[src/sfd_pkg.sv]
// Shared types and constants for the SLIP frame decoder.
package sfd_pkg;

	// Width of the frame length counter
	localparam int LEN_WIDTH = 16;
	// Width of the configured frame size limit
	localparam int MAX_SIZE_WIDTH = 16;
	// Compare width covering both the limit and the counter plus one
	localparam int CMP_WIDTH = ((LEN_WIDTH > MAX_SIZE_WIDTH) ? LEN_WIDTH : MAX_SIZE_WIDTH) + 1;

	// SLIP special bytes
	localparam logic [7:0] SLIP_END     = 8'hC0;
	localparam logic [7:0] SLIP_ESC     = 8'hDB;
	localparam logic [7:0] SLIP_ESC_END = 8'hDC;
	localparam logic [7:0] SLIP_ESC_ESC = 8'hDD;

	// Configuration register indexes
	localparam int CFG_IDX_WIDTH = 2;
	localparam logic [CFG_IDX_WIDTH-1:0] CFG_MAX_FRAME_SIZE    = 2'd0;
	localparam logic [CFG_IDX_WIDTH-1:0] CFG_DROP_UNTIL_END    = 2'd1;
	localparam logic [CFG_IDX_WIDTH-1:0] CFG_ALLOW_EMPTY_FRAME = 2'd2;

	// Configuration reset values
	localparam logic [MAX_SIZE_WIDTH-1:0] MAX_FRAME_SIZE_RST = 16'd1006;
	localparam logic DROP_UNTIL_END_RST    = 1'b1;
	localparam logic ALLOW_EMPTY_FRAME_RST = 1'b0;

	// Decoder modes
	typedef enum logic [2:0] {
		MODE_IDLE      = 3'd0,
		MODE_FRAME     = 3'd1,
		MODE_ESCP      = 3'd2,
		MODE_DRAIN_BAD = 3'd3,
		MODE_DRAIN_BIG = 3'd4
	} mode_t;

	// Result events
	typedef enum logic [2:0] {
		EV_DATA      = 3'd0,
		EV_FRAME_END = 3'd1,
		EV_BAD_ESC   = 3'd2,
		EV_NO_DELIM  = 3'd3,
		EV_OVERSIZE  = 3'd4
	} event_t;

	// One result item
	typedef struct packed {
		logic [7:0] data;
		event_t     ev;
	} result_t;

endpackage

[src/slip_frame_decoder.sv]
// Top level of the byte-serial SLIP receive decoder.
// Each result is registered in the output register, or in the skid register while the output stalls.
// One byte per cycle while the skid register is empty; the mode machine and length compare are combinational.
// A skid register keeps input transfers going for one result while the output stalls.
// Reset (arst_n low, asynchronous) returns the decoder to idle with an empty output
// and restores the registers to 1006, 1 and 0.
module slip_frame_decoder (
	input  logic                                  clk,
	input  logic                                  arst_n,
	input  logic                                  in_valid,
	output logic                                  in_ready,
	input  logic [7:0]                            rx_byte,
	output logic                                  out_valid,
	input  logic                                  out_ready,
	output logic [7:0]                            out_byte,
	output logic [2:0]                            event_res,
	input  logic                                  cfg_valid,
	output logic                                  cfg_ready,
	input  logic [sfd_pkg::CFG_IDX_WIDTH-1:0]     cfg_index,
	input  logic [sfd_pkg::MAX_SIZE_WIDTH-1:0]    cfg_data
);

	// Configuration registers
	logic [sfd_pkg::MAX_SIZE_WIDTH-1:0] max_frame_size_q;
	logic                               drop_until_end_q;
	logic                               allow_empty_frame_q;

	// Decoder state
	sfd_pkg::mode_t                mode_q, mode_d;
	logic [sfd_pkg::LEN_WIDTH-1:0] len_q, len_d;
	logic                          seen_q, seen_d;

	// Output and skid registers
	logic              out_valid_q;
	sfd_pkg::result_t  out_q;
	logic              skid_valid_q;
	sfd_pkg::result_t  skid_q;

	// Per-byte decode
	logic                          in_xfer;
	logic                          is_payload;
	logic [7:0]                    pay_byte;
	logic [sfd_pkg::CMP_WIDTH-1:0] limit;
	logic [sfd_pkg::CMP_WIDTH-1:0] len_next;
	logic                          over;
	logic                          res_valid;
	sfd_pkg::result_t              res;
	logic                          out_free;

	assign cfg_ready = 1'b1;
	assign in_ready  = !skid_valid_q;
	assign in_xfer   = in_valid && in_ready;
	assign out_free  = !out_valid_q || out_ready;

	assign out_valid = out_valid_q;
	assign out_byte  = out_q.data;
	assign event_res = out_q.ev;

	// Write configuration registers; unknown indexes are ignored
	always_ff @(posedge clk or negedge arst_n) begin
		if (!arst_n) begin
			max_frame_size_q    <= sfd_pkg::MAX_FRAME_SIZE_RST;
			drop_until_end_q    <= sfd_pkg::DROP_UNTIL_END_RST;
			allow_empty_frame_q <= sfd_pkg::ALLOW_EMPTY_FRAME_RST;
		end else if (cfg_valid && cfg_ready) begin
			case (cfg_index)
				sfd_pkg::CFG_MAX_FRAME_SIZE:    max_frame_size_q    <= cfg_data;
				sfd_pkg::CFG_DROP_UNTIL_END:    drop_until_end_q    <= cfg_data[0];
				sfd_pkg::CFG_ALLOW_EMPTY_FRAME: allow_empty_frame_q <= cfg_data[0];
				default: ;
			endcase
		end
	end

	// Pick the payload byte: resolved escape or plain byte in a frame
	always_comb begin
		is_payload = 1'b0;
		pay_byte   = rx_byte;
		case (mode_q)
			sfd_pkg::MODE_ESCP: begin
				if (rx_byte == sfd_pkg::SLIP_ESC_END) begin
					is_payload = 1'b1;
					pay_byte   = sfd_pkg::SLIP_END;
				end else if (rx_byte == sfd_pkg::SLIP_ESC_ESC) begin
					is_payload = 1'b1;
					pay_byte   = sfd_pkg::SLIP_ESC;
				end
			end
			sfd_pkg::MODE_FRAME: begin
				is_payload = (rx_byte != sfd_pkg::SLIP_END) && (rx_byte != sfd_pkg::SLIP_ESC);
			end
			default: ;
		endcase
	end

	// Effective limit is the smaller of the register and the counter capacity
	always_comb begin
		logic [sfd_pkg::CMP_WIDTH-1:0] cfg_lim;
		logic [sfd_pkg::CMP_WIDTH-1:0] cap;
		cfg_lim  = sfd_pkg::CMP_WIDTH'(max_frame_size_q);
		cap      = sfd_pkg::CMP_WIDTH'({sfd_pkg::LEN_WIDTH{1'b1}});
		limit    = (cfg_lim > cap) ? cap : cfg_lim;
		len_next = sfd_pkg::CMP_WIDTH'(len_q) + sfd_pkg::CMP_WIDTH'(1);
		over     = len_next > limit;
	end

	// Next state of the mode machine
	always_comb begin
		mode_d = mode_q;
		len_d  = len_q;
		seen_d = seen_q;
		case (mode_q)
			sfd_pkg::MODE_DRAIN_BAD, sfd_pkg::MODE_DRAIN_BIG: begin
				if (rx_byte == sfd_pkg::SLIP_END) begin
					mode_d = sfd_pkg::MODE_IDLE;
					len_d  = '0;
					seen_d = 1'b0;
				end
			end
			sfd_pkg::MODE_ESCP, sfd_pkg::MODE_FRAME: begin
				if (is_payload) begin
					if (over) begin
						mode_d = sfd_pkg::MODE_DRAIN_BIG;
					end else begin
						mode_d = sfd_pkg::MODE_FRAME;
						len_d  = len_next[sfd_pkg::LEN_WIDTH-1:0];
						seen_d = 1'b1;
					end
				end else if (mode_q == sfd_pkg::MODE_FRAME && rx_byte == sfd_pkg::SLIP_ESC) begin
					mode_d = sfd_pkg::MODE_ESCP;
				end else if (mode_q == sfd_pkg::MODE_ESCP && drop_until_end_q) begin
					mode_d = sfd_pkg::MODE_DRAIN_BAD;
				end else begin
					// frame close, or bad escape with no draining
					mode_d = sfd_pkg::MODE_IDLE;
					len_d  = '0;
					seen_d = 1'b0;
				end
			end
			default: begin
				mode_d = (rx_byte == sfd_pkg::SLIP_END) ? sfd_pkg::MODE_FRAME : sfd_pkg::MODE_IDLE;
				len_d  = '0;
				seen_d = 1'b0;
			end
		endcase
	end

	// Result of the current byte
	always_comb begin
		res_valid = 1'b0;
		res.data  = 8'h00;
		res.ev    = sfd_pkg::EV_DATA;
		case (mode_q)
			sfd_pkg::MODE_DRAIN_BAD, sfd_pkg::MODE_DRAIN_BIG: ;
			sfd_pkg::MODE_ESCP, sfd_pkg::MODE_FRAME: begin
				if (is_payload) begin
					res_valid = 1'b1;
					if (over) begin
						res.ev = sfd_pkg::EV_OVERSIZE;
					end else begin
						res.data = pay_byte;
					end
				end else if (mode_q == sfd_pkg::MODE_ESCP) begin
					res_valid = 1'b1;
					res.ev    = sfd_pkg::EV_BAD_ESC;
				end else if (rx_byte == sfd_pkg::SLIP_END) begin
					res_valid = seen_q || allow_empty_frame_q;
					res.ev    = sfd_pkg::EV_FRAME_END;
				end
			end
			default: begin
				if (rx_byte != sfd_pkg::SLIP_END && !drop_until_end_q) begin
					res_valid = 1'b1;
					res.ev    = sfd_pkg::EV_NO_DELIM;
				end
			end
		endcase
	end

	// Advance decoder state on each input transfer
	always_ff @(posedge clk or negedge arst_n) begin
		if (!arst_n) begin
			mode_q <= sfd_pkg::MODE_IDLE;
			len_q  <= '0;
			seen_q <= 1'b0;
		end else if (in_xfer) begin
			mode_q <= mode_d;
			len_q  <= len_d;
			seen_q <= seen_d;
		end
	end

	// Output register with skid stage
	always_ff @(posedge clk or negedge arst_n) begin
		if (!arst_n) begin
			out_valid_q  <= 1'b0;
			skid_valid_q <= 1'b0;
		end else if (out_free) begin
			if (skid_valid_q) begin
				out_valid_q  <= 1'b1;
				skid_valid_q <= 1'b0;
			end else begin
				out_valid_q <= in_xfer && res_valid;
			end
		end else if (in_xfer && res_valid) begin
			skid_valid_q <= 1'b1;
		end
	end

	// Payload of the output and skid registers
	always_ff @(posedge clk) begin
		if (out_free) begin
			if (skid_valid_q) begin
				out_q <= skid_q;
			end else if (in_xfer && res_valid) begin
				out_q <= res;
			end
		end else if (in_xfer && res_valid) begin
			skid_q <= res;
		end
	end

`ifndef SYNTH
	// Skid register is only filled behind a held output
	a_skid_behind_out: assert property (@(posedge clk) disable iff (!arst_n)
		skid_valid_q |-> out_valid_q)
		else $error("skid holds a result while output is empty");

	// Drain modes never produce a result
	a_drain_silent: assert property (@(posedge clk) disable iff (!arst_n)
		(in_xfer && (mode_q == sfd_pkg::MODE_DRAIN_BAD || mode_q == sfd_pkg::MODE_DRAIN_BIG))
		|-> !res_valid)
		else $error("result produced while draining");

	// Length is zero whenever no payload has been seen
	a_len_with_seen: assert property (@(posedge clk) disable iff (!arst_n)
		!seen_q |-> (len_q == '0))
		else $error("frame length nonzero without payload");

	// END in idle opens a frame
	a_end_opens: assert property (@(posedge clk) disable iff (!arst_n)
		(in_xfer && mode_q == sfd_pkg::MODE_IDLE && rx_byte == sfd_pkg::SLIP_END)
		|=> (mode_q == sfd_pkg::MODE_FRAME))
		else $error("END in idle did not open a frame");
`endif

endmodule
[config.mk]
export PLATFORM = sky130hd
export DESIGN_NAME = slip_frame_decoder
export DESIGN_NICKNAME = d
export VERILOG_FILES = /design/src/sfd_pkg.sv /design/src/slip_frame_decoder.sv
export SDC_FILE = /design/constraint.sdc
export NUM_CORES = 1
export LEC_CHECK = 0
export BUFFER_PORTS_ARGS = -buffer_cell sky130_fd_sc_hd__buf_2
export CORE_MARGIN = 4
export CORE_UTILIZATION = 55
export DETAILED_ROUTE_END_ITERATION = 16
export PLACE_DENSITY_LB_ADDON = 0.15
export SLEW_MARGIN = 10
export SYNTH_ARGS = -nofsm -noshare
export SYNTH_HDL_FRONTEND = slang
export SYNTH_SLANG_ARGS = --single-unit
[constraint.sdc]
create_clock -name clk -period 5.5 [get_ports clk]
set_clock_uncertainty 0.2 [all_clocks]
set_input_delay 0.825 -clock clk [delete_from_list [all_inputs] [get_ports clk]]
set_output_delay 0.825 -clock clk [all_outputs]
set_load 0.005 [all_outputs]
-- Word level (Yosys, flattened, before mapping)
Index checks and enable logic that the tools add are counted.
W data, S select, Z words.
- word-level logic and storage cells: 97
- flip-flop bits (word level): 62
- memories kept: 0
- ROM bits: 0
- bits in latches: 0
- RAM bits: 0
- input port bits: 31
- output and inout bits: 14
- div/mod/pow operators: 0
- reduce and logical (&&, ||, !) cells: 23
- magnitude comparators: 1
- shift-type cells: 0
- eq/ne operators: 16
- $add $sub $neg: 1
- bitwise logic cells: 1
- multiplexer cells: 43
- $mul: 0
- operators by type and width (kind ; number):
    $mux W16 ; 5
    $mux W8 ; 6
    $eq A8 B8 Y1 const B ; 4
    $pmux W16 S2 ; 1
    $mux W11 ; 2
    $add A16 B1 Y17 const B ; 1
    $gt A17 B16 Y1 ; 1
    $ne A8 B8 Y1 const B ; 2
    $mux W1 ; 15
    $mux W3 ; 5
    $pmux W3 S2 ; 2
    $reduce_and A2 Y1 ; 6
    $ne A3 B3 Y1 const B ; 3
    $mux W2 ; 4
    $eq A3 B2 Y1 const B ; 2
    $logic_and A1 B1 Y1 ; 6
    $pmux W1 S2 ; 3
    $reduce_and A5 Y1 ; 1
    $reduce_bool A2 Y1 ; 2
    $reduce_or A2 Y1 ; 2
    $eq A3 B1 Y1 const B ; 1
    $eq A3 B3 Y1 const B ; 1
    $logic_not A1 Y1 ; 3
    $eq A2 B1 Y1 const B ; 1
    5 further kinds ; 6

-- Longest topological paths before layout
Gate-level depths: netlist (run 1).
- word-level depth: 9
- mapped depth: 15
- mapped depth without buffers: 13

-- Worst setup path after synthesis (run 1)
OpenSTA, ideal clock, no wires.
- kind: reg-to-reg
- start point: reg len_q[0] in the netlist's numbering
- end point: reg out_q, in the netlist out_byte[3], data pin
- period minus slack after synthesis: 3.856 ns
- library setup time: 0.257 ns
- required time: 5.043 ns
- cell stages (with the launch flop): 16
- buffers on the path: 2
- arrival: 3.400 ns
- setup slack: 1.644 ns
- path through: dfrtp_1 > ha_1 > nand3_2 > or2_1 > buf_2 > nor2_1 > nand3_1 > xnor2_1 > ha_1 > nand3_1 > o221a_2 > nor3b_1 > a211oi_1 > nor3_1 > clkbuf_2 > a32o_1
- longest elaborated chain between the ends: 7
- RTL lines (item ; line ; text):
    start, declared ; slip_frame_decoder.sv:30 ; logic [sfd_pkg::LEN_WIDTH-1:0] len_q, len_d;
    start signal, assigned ; slip_frame_decoder.sv:188 ; len_q <= len_d;
    $add A16 B1 Y17 ; slip_frame_decoder.sv:103 ; len_next = sfd_pkg::CMP_WIDTH'(len_q) + sfd_pkg::CMP_WIDTH'(1);
    $gt A17 B16 Y1 ; slip_frame_decoder.sv:104 ; over = len_next > limit;
    $mux W8 ; slip_frame_decoder.sv:158 ; if (over) begin
    $mux W8 ; slip_frame_decoder.sv:156 ; if (is_payload) begin
    $mux W8 ; slip_frame_decoder.sv:153 ; case (mode_q)
    $mux W11 ; slip_frame_decoder.sv:215 ; end else if (in_xfer && res_valid) begin
    $mux W11 ; slip_frame_decoder.sv:213 ; if (skid_valid_q) begin
    end signal, assigned ; slip_frame_decoder.sv:214 ; out_q <= skid_q;
    end signal, assigned ; slip_frame_decoder.sv:216 ; out_q <= res;
    end, declared ; slip_frame_decoder.sv:35 ; sfd_pkg::result_t out_q;
Every way passes these cells. The select of a mux whose other input is x is not followed.
A chain may end at the register's enable or synchronous reset.

-- Worst setup path after layout (run 1)
- start point: reg len_q[0] in the netlist's numbering
- end point: reg len_q[1] in the netlist's numbering
- longest elaborated chain between the ends: 4
- elaborated cells between the ends (all ways): 7
- classes of those cells: 1 x add/sub; 1 x order compare; 1 x eq/ne; 3 x mux; 1 x reduce/logical
- RTL lines (item ; line):
    $add A16 B1 Y17 * ; slip_frame_decoder.sv:103
    $gt A17 B16 Y1 / $mux W16 (equally long branches) ; slip_frame_decoder.sv:104, slip_frame_decoder.sv:122
    $ne A3 B3 Y1 (no source line) / $mux W16 (equally long branches) ; n/a
    $reduce_and A5 Y1 (no source line) / $pmux W16 S2 (equally long branches) ; n/a
Mark *: on every way between the ends. The rest lies on a longest branch, timed or not. The select of a mux whose other input is x is not followed.

==> reports/qor.txt, run 1 <==
Gates resized, CTS repair: 0
area leader, netlist: dfrtp_1
Die W: 89.25 µm
CTS H-tree depth: 3
largest net degree at the start of global routing: 41
# Max-Cap Violations: 0
initial antenna violation count: 0
synth-to-layout area growth: 12.72%
GRT Util Overall: 20.98%
Yosys warning count: 0
IO Port Bufs: 43
drt drc: 0
drt wl/cell: 15.52 µm
relative slew slack: 36.98%
placer congestion estimate: 0.8461
Tmin final: 4.311 ns
fmax: 232.0 MHz
DR vias: 2763
placed cell count: 463
Tightest Pin Transition: 0.9433 ns
final setup margin: 1.189 ns
Static Leakage: 1.735 nW
Setup TNS: 0 ns
Die Area: 0.007966 mm²
Multi-input gate area: 0.001797 mm²
worst-path fanout max: 15
non-filler cells, final: 479
global-route wire length before repair: 12890 µm
Die Span Y: 89.25 µm
dpl cell area: 0.003894 mm²
detailed-placement wirelength estimate: 5431 µm
Max clock buf depth: 2
Critical Path End: len_q[1]
IO Count: 45
Critical R2R Capture: len_q[1]
Layout Utilization: 64.09%
Synth Register Bits: 62
DR pass1 iterations: 5
Post-Syn Nets: 403
CP startpoint: len_q[0]
reg2reg setup slack: 1.19 ns
Nets: 445
Synth area leaders: dfrtp_1 21%, edfxtp_1 18%, dfstp_2 6.5%
Fill cells: 530
Worst Hold Slack: 0.3015 ns
asr flop ratio synth: 64.52%
CP required: 5.58 ns
Post-synth EDFFs: 22
hold_buf cts: 0
Num CTS Buffers: 9
Avg Synthesized Cell Area: 10.23 µm²
slowest CP cell: nor4_2
antenna-violating nets left: 0
TritonCTS Sinks: 62
Worst R2R Start: len_q[0]
Final Max Tran Viols: 0
gr ovfl total: 0
crit path cell chain: ha_1, nand3_2, or2_1, nor2_1, nand3_1, xnor2_1, ha_1, nand3_1, nor3_1, and3_1, a211oi_1, buf_4, nor4_2, a22o_2
Antenna Cells: 0
CP Launch Type: flip-flop
number of global-route vias before repair: 2730
core area: 0.006386 mm²
R2R cell count: 14
fin area: 0.004093 mm²
Setup crit end kind: flip-flop
Clock transition at path regs: 0.08 ns
total setup buffers inserted after CTS: 0
worst vdd ir: 0.2124 mV
outcome: completed
share of cells above drive strength 1: 27.86%
Storage cell area: 0.001673 mm²
final setup fails: 0
critical path class: flip-flop to flip-flop
Iteration-0 DRC Markers: 152
sequential share of the synthesized area: 46.07%
most frequent cells in the layout: 43 x buf_2, 39 x nand2_1, 31 x dfrtp_1
Vias/cell: 5.768
CP max stage delay: 0.77 ns
Tcrit/Tclk final: 78.39%
root buffer cell: clkbuf_8
# rows: 29
TritonCTS clock tree: done
most common cell after layout, fill and taps aside: buf_2
endpoints failing hold: 0
Worst-Skew Late Latency: 0.35 ns
Starting Density: 56.86%
CP arrival: 4.39 ns
pre-CTS setup slack: 1.266 ns
RSZ-0062 raised after global routing: no
min-delay worst type: flip-flop to flip-flop
area share of the largest cell type after synthesis: 21.36%
synth unique cells: 69
ys flop type: dfrtp_1
Post-Syn Instances: 355
Syn Std Cell Area: 0.003631 mm²
Power Dens Cells: 334.4 mW/mm²
total power: 1.368 mW
WL final: 7435 µm
[area by class of cell]
| class | count | area share [%] |
|---|---|---|
| sequential | 62 | 40.87 |
| tap | 77 | 2.354 |
| timing repair buffer | 47 | 5.992 |
| clock buffer | 9 | 3.027 |
| inverter | 22 | 2.018 |
| multi-input combinational | 255 | 43.90 |
| clock inverter | 7 | 1.834 |
[state kept, by name, indices dropped and copies added, names as in the netlist]
register	flops
len_q	16
max_frame_size_q	16
skid_q	11
out_byte	8
event_res	3
mode_q	3
allow_empty_frame_q	1
drop_until_end_q	1
out_valid	1
seen_q	1
skid_valid_q	1
[synthesized netlist by cell type (all sizes together), types with 3 or more instances]
| cell type | n |
|---|---|
| a22o | 11 |
| or2 | 3 |
| a31o | 4 |
| o21ai | 25 |
| a211oi | 4 |
| nand3 | 10 |
| edfxtp | 22 |
| nand4 | 7 |
| inv | 21 |
| nand2b | 5 |
| o311ai | 4 |
| nor3b | 5 |
| nor4 | 5 |
| dfstp | 9 |
| mux2 | 6 |
| nor3 | 7 |
| nand2 | 40 |
| buf | 9 |
| xnor2 | 7 |
| and3 | 6 |
| nor2 | 15 |
| and2 | 10 |
| o31ai | 4 |
| clkbuf | 7 |
| dfrtp | 31 |
| o211ai | 3 |
| ha | 17 |
| a21oi | 10 |
| or3 | 4 |
| or4 | 7 |
| xor2 | 5 |
| nor2b | 6 |
[logic make-up after synthesis]
group	share of synthesized area, %
adders and majority gates	5.858
buffers and inverters	4.583
DFF	46.07
AOI/OAI and AO/OA	16.92
other	0.1033
xor gates and xnor gates	2.895
muxes	2.515
and+or+nand+nor	21.05
[power by group]
group          switching, mW  internal (mW)
Sequential            0.0550          0.554
Clock                  0.192          0.209
Combinational          0.199          0.158
[worst min-delay path by stage]
stage / slack, ns / end / start / depth (start not counted)
after floorplan: 0.26 / seen_q / seen_q / 1
after global routing: 0.33 / len_q[15] / len_q[15] / 1
final: 0.30 / seen_q / seen_q / 1
after detailed placement: 0.28 / seen_q / seen_q / 1
after global placement: 0.27 / seen_q / seen_q / 1
after CTS: 0.30 / seen_q / seen_q / 1
[layer usage]
layer,global-route usage [%],vias to the layer above,part of all wire [%]
li1,-,1386,-
met1,28.14,1277,45
met2,33.42,78,47
met3,3.410,22,4.9
met4,9.608,0,2.9
met5,0,-,0
[critical path, delay by kind of cell, from the launching register on]
kind                     cells  cell delay, ns
adder cells (fa/ha/maj)      2            0.55
buffers and inverters        1            0.19
XOR/XNOR                     1            0.16
AND/OR/NAND/NOR              8            2.37
flip-flops                   1            0.43
AO/OA/AOI/OAI                2            0.33
Power figures use the tool's default switching activity.
==> run 2, diff against run 1 <==
--- a/config.mk
+++ b/config.mk
@@ -5,6 +5,7 @@
 export SDC_FILE = /design/constraint.sdc
 export NUM_CORES = 1
 export LEC_CHECK = 0
+export ABC_AREA = 1
 export BUFFER_PORTS_ARGS = -buffer_cell sky130_fd_sc_hd__buf_2
 export CORE_MARGIN = 4
 export CORE_UTILIZATION = 55
==> constraint.sdc (replaced) <==
create_clock -name clk -period 4.2 [get_ports clk]
set_clock_uncertainty 0.2 [all_clocks]
set_input_delay 0.63 -clock clk [delete_from_list [all_inputs] [get_ports clk]]
set_output_delay 0.63 -clock clk [all_outputs]
set_load 0.005 [all_outputs]
==> reports/qor.txt, run 2 <==
ys flop type: dfrtp_1
Iteration-0 DRC Markers: 250
root buffer cell: clkbuf_8
synth unique cells: 38
crit path cell chain: ha_1, nand2_1, nor2_2, nand3_1, nor2_1, nand2_1, nand2_1, inv_1, ha_1, nand2_1, nor2_1, nand4_1, nor2_1, nand2_1, nand2_2, nand3_4, nand3_4, nand2_1, nand2_1
IO Port Bufs: 43
drt drc: 0
Power Dens Cells: 456.2 mW/mm²
Post-Syn Instances: 464
Vias/cell: 5.336
detailed-placement wirelength estimate: 5766 µm
WL final: 7841 µm
worst-path fanout max: 20
global-route wire length before repair: 13970 µm
Gates resized, CTS repair: 0
Setup crit end kind: flip-flop
Post-synth EDFFs: 22
GRT Util Overall: 20.94%
Nets: 553
Post-synth top cells: 122 x nand2_1, 63 x nor2_1, 62 x inv_1, 31 x dfrtp_1, 22 x edfxtp_1
Storage cell area: 0.001673 mm²
asr flop ratio synth: 64.52%
Static Leakage: 2.153 nW
hold_buf cts: 0
Avg Synthesized Cell Area: 7.922 µm²
outcome: completed
Multi-input gate area: 0.001649 mm²
Synth area leaders: dfrtp_1 21%, edfxtp_1 18%, nand2_1 12%
area share of the largest cell type after synthesis: 21.10%
Synth Area in XOR/XNOR: 1.906%
endpoints failing hold: 0
total setup buffers inserted after CTS: 0
TritonCTS clock tree: done
Max clock buf depth: 2
most common cell after layout, fill and taps aside: nand2_1
reg2reg setup slack: 0.80 ns
IO Count: 45
placed cell count: 571
core area: 0.006422 mm²
share of cells above drive strength 1: 18.63%
simple-gate area share of the yosys netlist: 29.88%
Post-Syn Nets: 512
CP arrival: 3.47 ns
Antenna Cells: 0
Yosys warning count: 0
Setup TNS: 0 ns
worst vdd ir: 0.2913 mV
CP required: 4.28 ns
Tmin final: 3.395 ns
largest family of logic cells by synthesized area: simple AND/OR/NAND/NOR gates
most common cell in the netlist: nand2_1
Tightest Pin Transition: 1.148 ns
Fill cells: 566
dpl cell area: 0.003900 mm²
Synth Register Bits: 62
compound-cell area share of the yosys netlist: 6.909%
relative slew slack: 23.48%
Tcrit/Tclk final: 80.84%
# rows: 29
Adder-Cell Fraction of Synth Area: 5.786%
# Max-Cap Violations: 0
synth-to-layout area growth: 12.29%
final setup fails: 0
critical path class: flip-flop to flip-flop
non-filler cells, final: 587
TritonCTS Sinks: 62
DR vias: 3132
most frequent cells in the layout: 122 x nand2_1, 63 x nor2_1, 62 x inv_1
Worst-Skew Late Latency: 0.34 ns
drt wl/cell: 13.36 µm
R2R cell count: 19
fmax: 294.5 MHz
initial antenna violation count: 0
RSZ-0062 raised after global routing: no
Largest regs: len_q (16), max_frame_size_q (16), skid_q (11)
min-delay worst type: primary input to async pin
DR pass1 iterations: 5
Die Span Y: 89.76 µm
Die W: 89.76 µm
number of global-route vias before repair: 2988
slowest CP cell: dfrtp_1
fin area: 0.004128 mm²
mux cell area share after synthesis: 0.2723%
Syn Std Cell Area: 0.003676 mm²
antenna-violating nets left: 0
placer congestion estimate: 0.9458
CP max stage delay: 0.43 ns
largest net degree at the start of global routing: 41
Clock transition at path regs: 0.07 ns
area leader, netlist: dfrtp_1
Final Max Tran Viols: 0
CP Launch Type: flip-flop
Num CTS Buffers: 9
CP dominant cell by count: nand2_1
Critical R2R Capture: len_q[1]
Starting Density: 57.24%
CTS H-tree depth: 3
gr ovfl total: 0
Worst R2R Start: len_q[0]
Die Area: 0.008056 mm²
sequential share of the synthesized area: 45.51%
run 2: kinds of logic after synthesis:
family / after synthesis
buf+inv: 83
other cells: 1
xor+xnor: 8
compound gates: 45
fa+ha+maj: 17
flops: 62
mux: 1
simple gates: 247
run 2: metal layers:
layer	wire length [µm]	part of all wire, %	vias to the layer above	global-route usage [%]
met5	0	0	-	0
met4	132	1.7	0	7.407
met3	359	4.6	18	3.339
met2	3687	47	83	33.27
met1	3661	47	1465	29.26
li1	-	-	1566	-
run 2: worst max-delay path by stage:
| stage | startpoint | endpoint |
|---|---|---|
| floorplan | len_q[0] | len_q[10] |
| global placement | rx_byte[0] | out_byte[3] |
| detailed placement | rx_byte[0] | out_byte[4] |
| CTS | len_q[0] | len_q[1] |
| global route | len_q[0] | len_q[10] |
| finish | len_q[0] | len_q[1] |
run 2: per-stage QoR:
stage / power (mW) / hold slack [ns] / worst slack, ns / utilization (%)
final: 1.883 / 0.2186 / 0.8049 / 64.27
after global routing: 2.002 / 0.3081 / 0.4040 / 64.27
after CTS: 1.894 / 0.2439 / 0.7876 / 64.27
after detailed placement: 1.286 / 0.2661 / 0.6796 / 60.72
after global placement: 1.273 / 0.2566 / 0.7842 / 60.72
after floorplan: 1.134 / 0.1344 / 1.351 / -
run 2: final cells by class:
cell class                 instances  share of cell area (%)
sequential                        62                   40.53
multi-input combinational        319                   39.95
inverter                          69                   6.275
timing repair buffer              44                   5.396
clock buffer                       9                   3.001
clock inverter                     7                   2.516
tap                               77                   2.334
run 2: power by group:
group / switching, mW / internal [mW] / total [mW] / leakage, nW
registers: 0.0457 / 0.771 / 0.817 / 0.703
logic: 0.312 / 0.146 / 0.458 / 1.34
clock network: 0.266 / 0.342 / 0.608 / 0.115
total: 0.623 / 1.26 / 1.88 / 2.15
run 2: worst max-delay path, delay by kind of cell (launching register included):
| family | cells | cell delay [ns] |
|---|---|---|
| adder cells (fa/ha/maj) | 2 | 0.49 |
| AND/OR/NAND/NOR | 16 | 2.16 |
| buffers and inverters | 1 | 0.05 |
| flip-flops | 1 | 0.43 |
==> run 3, diff against run 2 <==
==> constraint.sdc (replaced) <==
create_clock -name clk -period 3.35 [get_ports clk]
set_clock_uncertainty 0.2 [all_clocks]
set_input_delay 0.5025 -clock clk [delete_from_list [all_inputs] [get_ports clk]]
set_output_delay 0.5025 -clock clk [all_outputs]
set_load 0.005 [all_outputs]
==> reports/qor.txt, run 3 (synthesis gave the netlist of run 2 again) <==
root buffer cell: clkbuf_8
IO Count: 45
Iteration-0 DRC Markers: 170
share of cells above drive strength 1: 20.62%
Starting Density: 57.24%
fmax: 316.2 MHz
TritonCTS clock tree: done
endpoints failing hold: 0
drt drc: 0
Crit path buffers/inverters: 1
fin area: 0.004200 mm²
Tmin final: 3.162 ns
TritonCTS Sinks: 62
reg2reg setup slack: 0.19 ns
IO Port Bufs: 43
Die W: 89.76 µm
CP Launch Type: flip-flop
Final Max Tran Viols: 0
relative slew slack: 22.84%
WL final: 8028 µm
largest net degree at the start of global routing: 41
slowest CP cell: dfrtp_1
Nets: 562
critical path class: flip-flop to flip-flop
outcome: completed
Setup TNS: 0 ns
Static Leakage: 2.190 nW
Vias/cell: 5.158
Clock transition at path regs: 0.07 ns
Num CTS Buffers: 9
WP depth: 15
drt wl/cell: 13.47 µm
Largest regs: len_q (16), max_frame_size_q (16), skid_q (11)
CP arrival: 3.19 ns
CTS H-tree depth: 3
placer congestion estimate: 0.8826
DR pass1 iterations: 5
CP dominant cell by count: nand2_1
Max clock buf depth: 2
Tcrit/Tclk final: 94.40%
worst vdd ir: 0.3043 mV
Setup crit end kind: flip-flop
global-route wire length before repair: 13590 µm
hold_buf cts: 0
# rows: 29
Power Dens Cells: 546.1 mW/mm²
antenna-violating nets left: 0
CP max stage delay: 0.40 ns
most common cell after layout, fill and taps aside: nand2_1
Die Area: 0.008056 mm²
Worst-Skew Late Latency: 0.34 ns
Worst Hold Slack: 0.09997 ns
CP required: 3.38 ns
Crit path max-delay family: simple AND/OR/NAND/NOR gates
# Max-Cap Violations: 0
dpl cell area: 0.003943 mm²
initial antenna violation count: 0
number of global-route vias before repair: 2986
GRT Util Overall: 20.37%
worst-path fanout max: 8
R2R cell count: 15
Tightest Pin Transition: 1.157 ns
crit path cell chain: ha_1, nand2_1, nor2_4, nand2_2, xor2_1, inv_1, ha_1, nand2_1, nor2_1, and3_1, nand2_2, nand3_4, nand3_2, nand2_1, nand2_1
detailed-placement wirelength estimate: 5794 µm
most frequent cells in the layout: 122 x nand2_1, 62 x inv_1, 61 x nor2_1
min-delay worst type: primary input to async pin
final setup fails: 0
Die Span Y: 89.76 µm
core area: 0.006422 mm²
DR vias: 3074
synth-to-layout area growth: 14.26%
Antenna Cells: 0
gr ovfl total: 0
[run 3: final timing paths]
kind                                     start                   to
min in group clk                   cfg_data[5]  max_frame_size_q[5]
min                                     arst_n  max_frame_size_q[4]
max reg2reg                           len_q[0]             len_q[7]
min reg2reg                max_frame_size_q[8]  max_frame_size_q[8]
max in group asynchronous               arst_n            len_q[15]
max                                   len_q[0]             len_q[7]
[run 3: worst register-to-register path: cells and delay by family, from the launching register on]
family / cells / cell delay (ns)
flip-flops: 1 / 0.40
buffers and inverters: 1 / 0.06
AND/OR/NAND/NOR: 11 / 1.71
adder cells (fa/ha/maj): 2 / 0.49
XOR/XNOR: 1 / 0.18
[run 3: cell type report]
| type | instances | area (µm²) |
|---|---|---|
| clock inverter | 7 | 73.82 |
| clock buffer | 9 | 123.9 |
| inverter | 69 | 259.0 |
| multi-input combinational | 320 | 1679 |
| fill | 545 | 2222 |
| sequential | 62 | 1673 |
| timing repair buffer | 52 | 295.3 |
| tap | 77 | 96.34 |
[run 3: what timing repair did]
item / CTS / global route
gates resized for setup: 0 / 5
endpoints found under the setup margin: 0 / 36
buffers inserted: 0 / 4
[run 3: through the flow]
stage | worst slack, ns | utilization (%) | power [mW] | std cells
4_1_cts | 0.06296 | 64.47 | 2.281 | 591
3_5_place_dp | 0.09572 | 61.39 | 1.618 | 575
5_1_grt | -0.01866 | 65.40 | 2.429 | 596
2_1_floorplan | 0.5014 | - | 1.421 | 464
6_report | 0.1877 | 65.40 | 2.294 | 596
3_3_place_gp | 0.2089 | 61.39 | 1.595 | 575
[run 3: layer usage]
layer / global-route usage, % / part of all wire [%] / up-vias
met2: 32.89 / 47 / 75
li1: - / - / 1580
met1: 27.83 / 47 / 1407
met3: 3.756 / 4.8 / 12
met4: 6.769 / 1.2 / 0
met5: 0 / 0 / -
[run 3: report_power, final]
group / internal [mW] / switching, mW / leakage, nW
clock network: 0.346 / 0.318 / 0.0996
registers: 0.967 / 0.0578 / 0.703
logic: 0.205 / 0.400 / 1.39
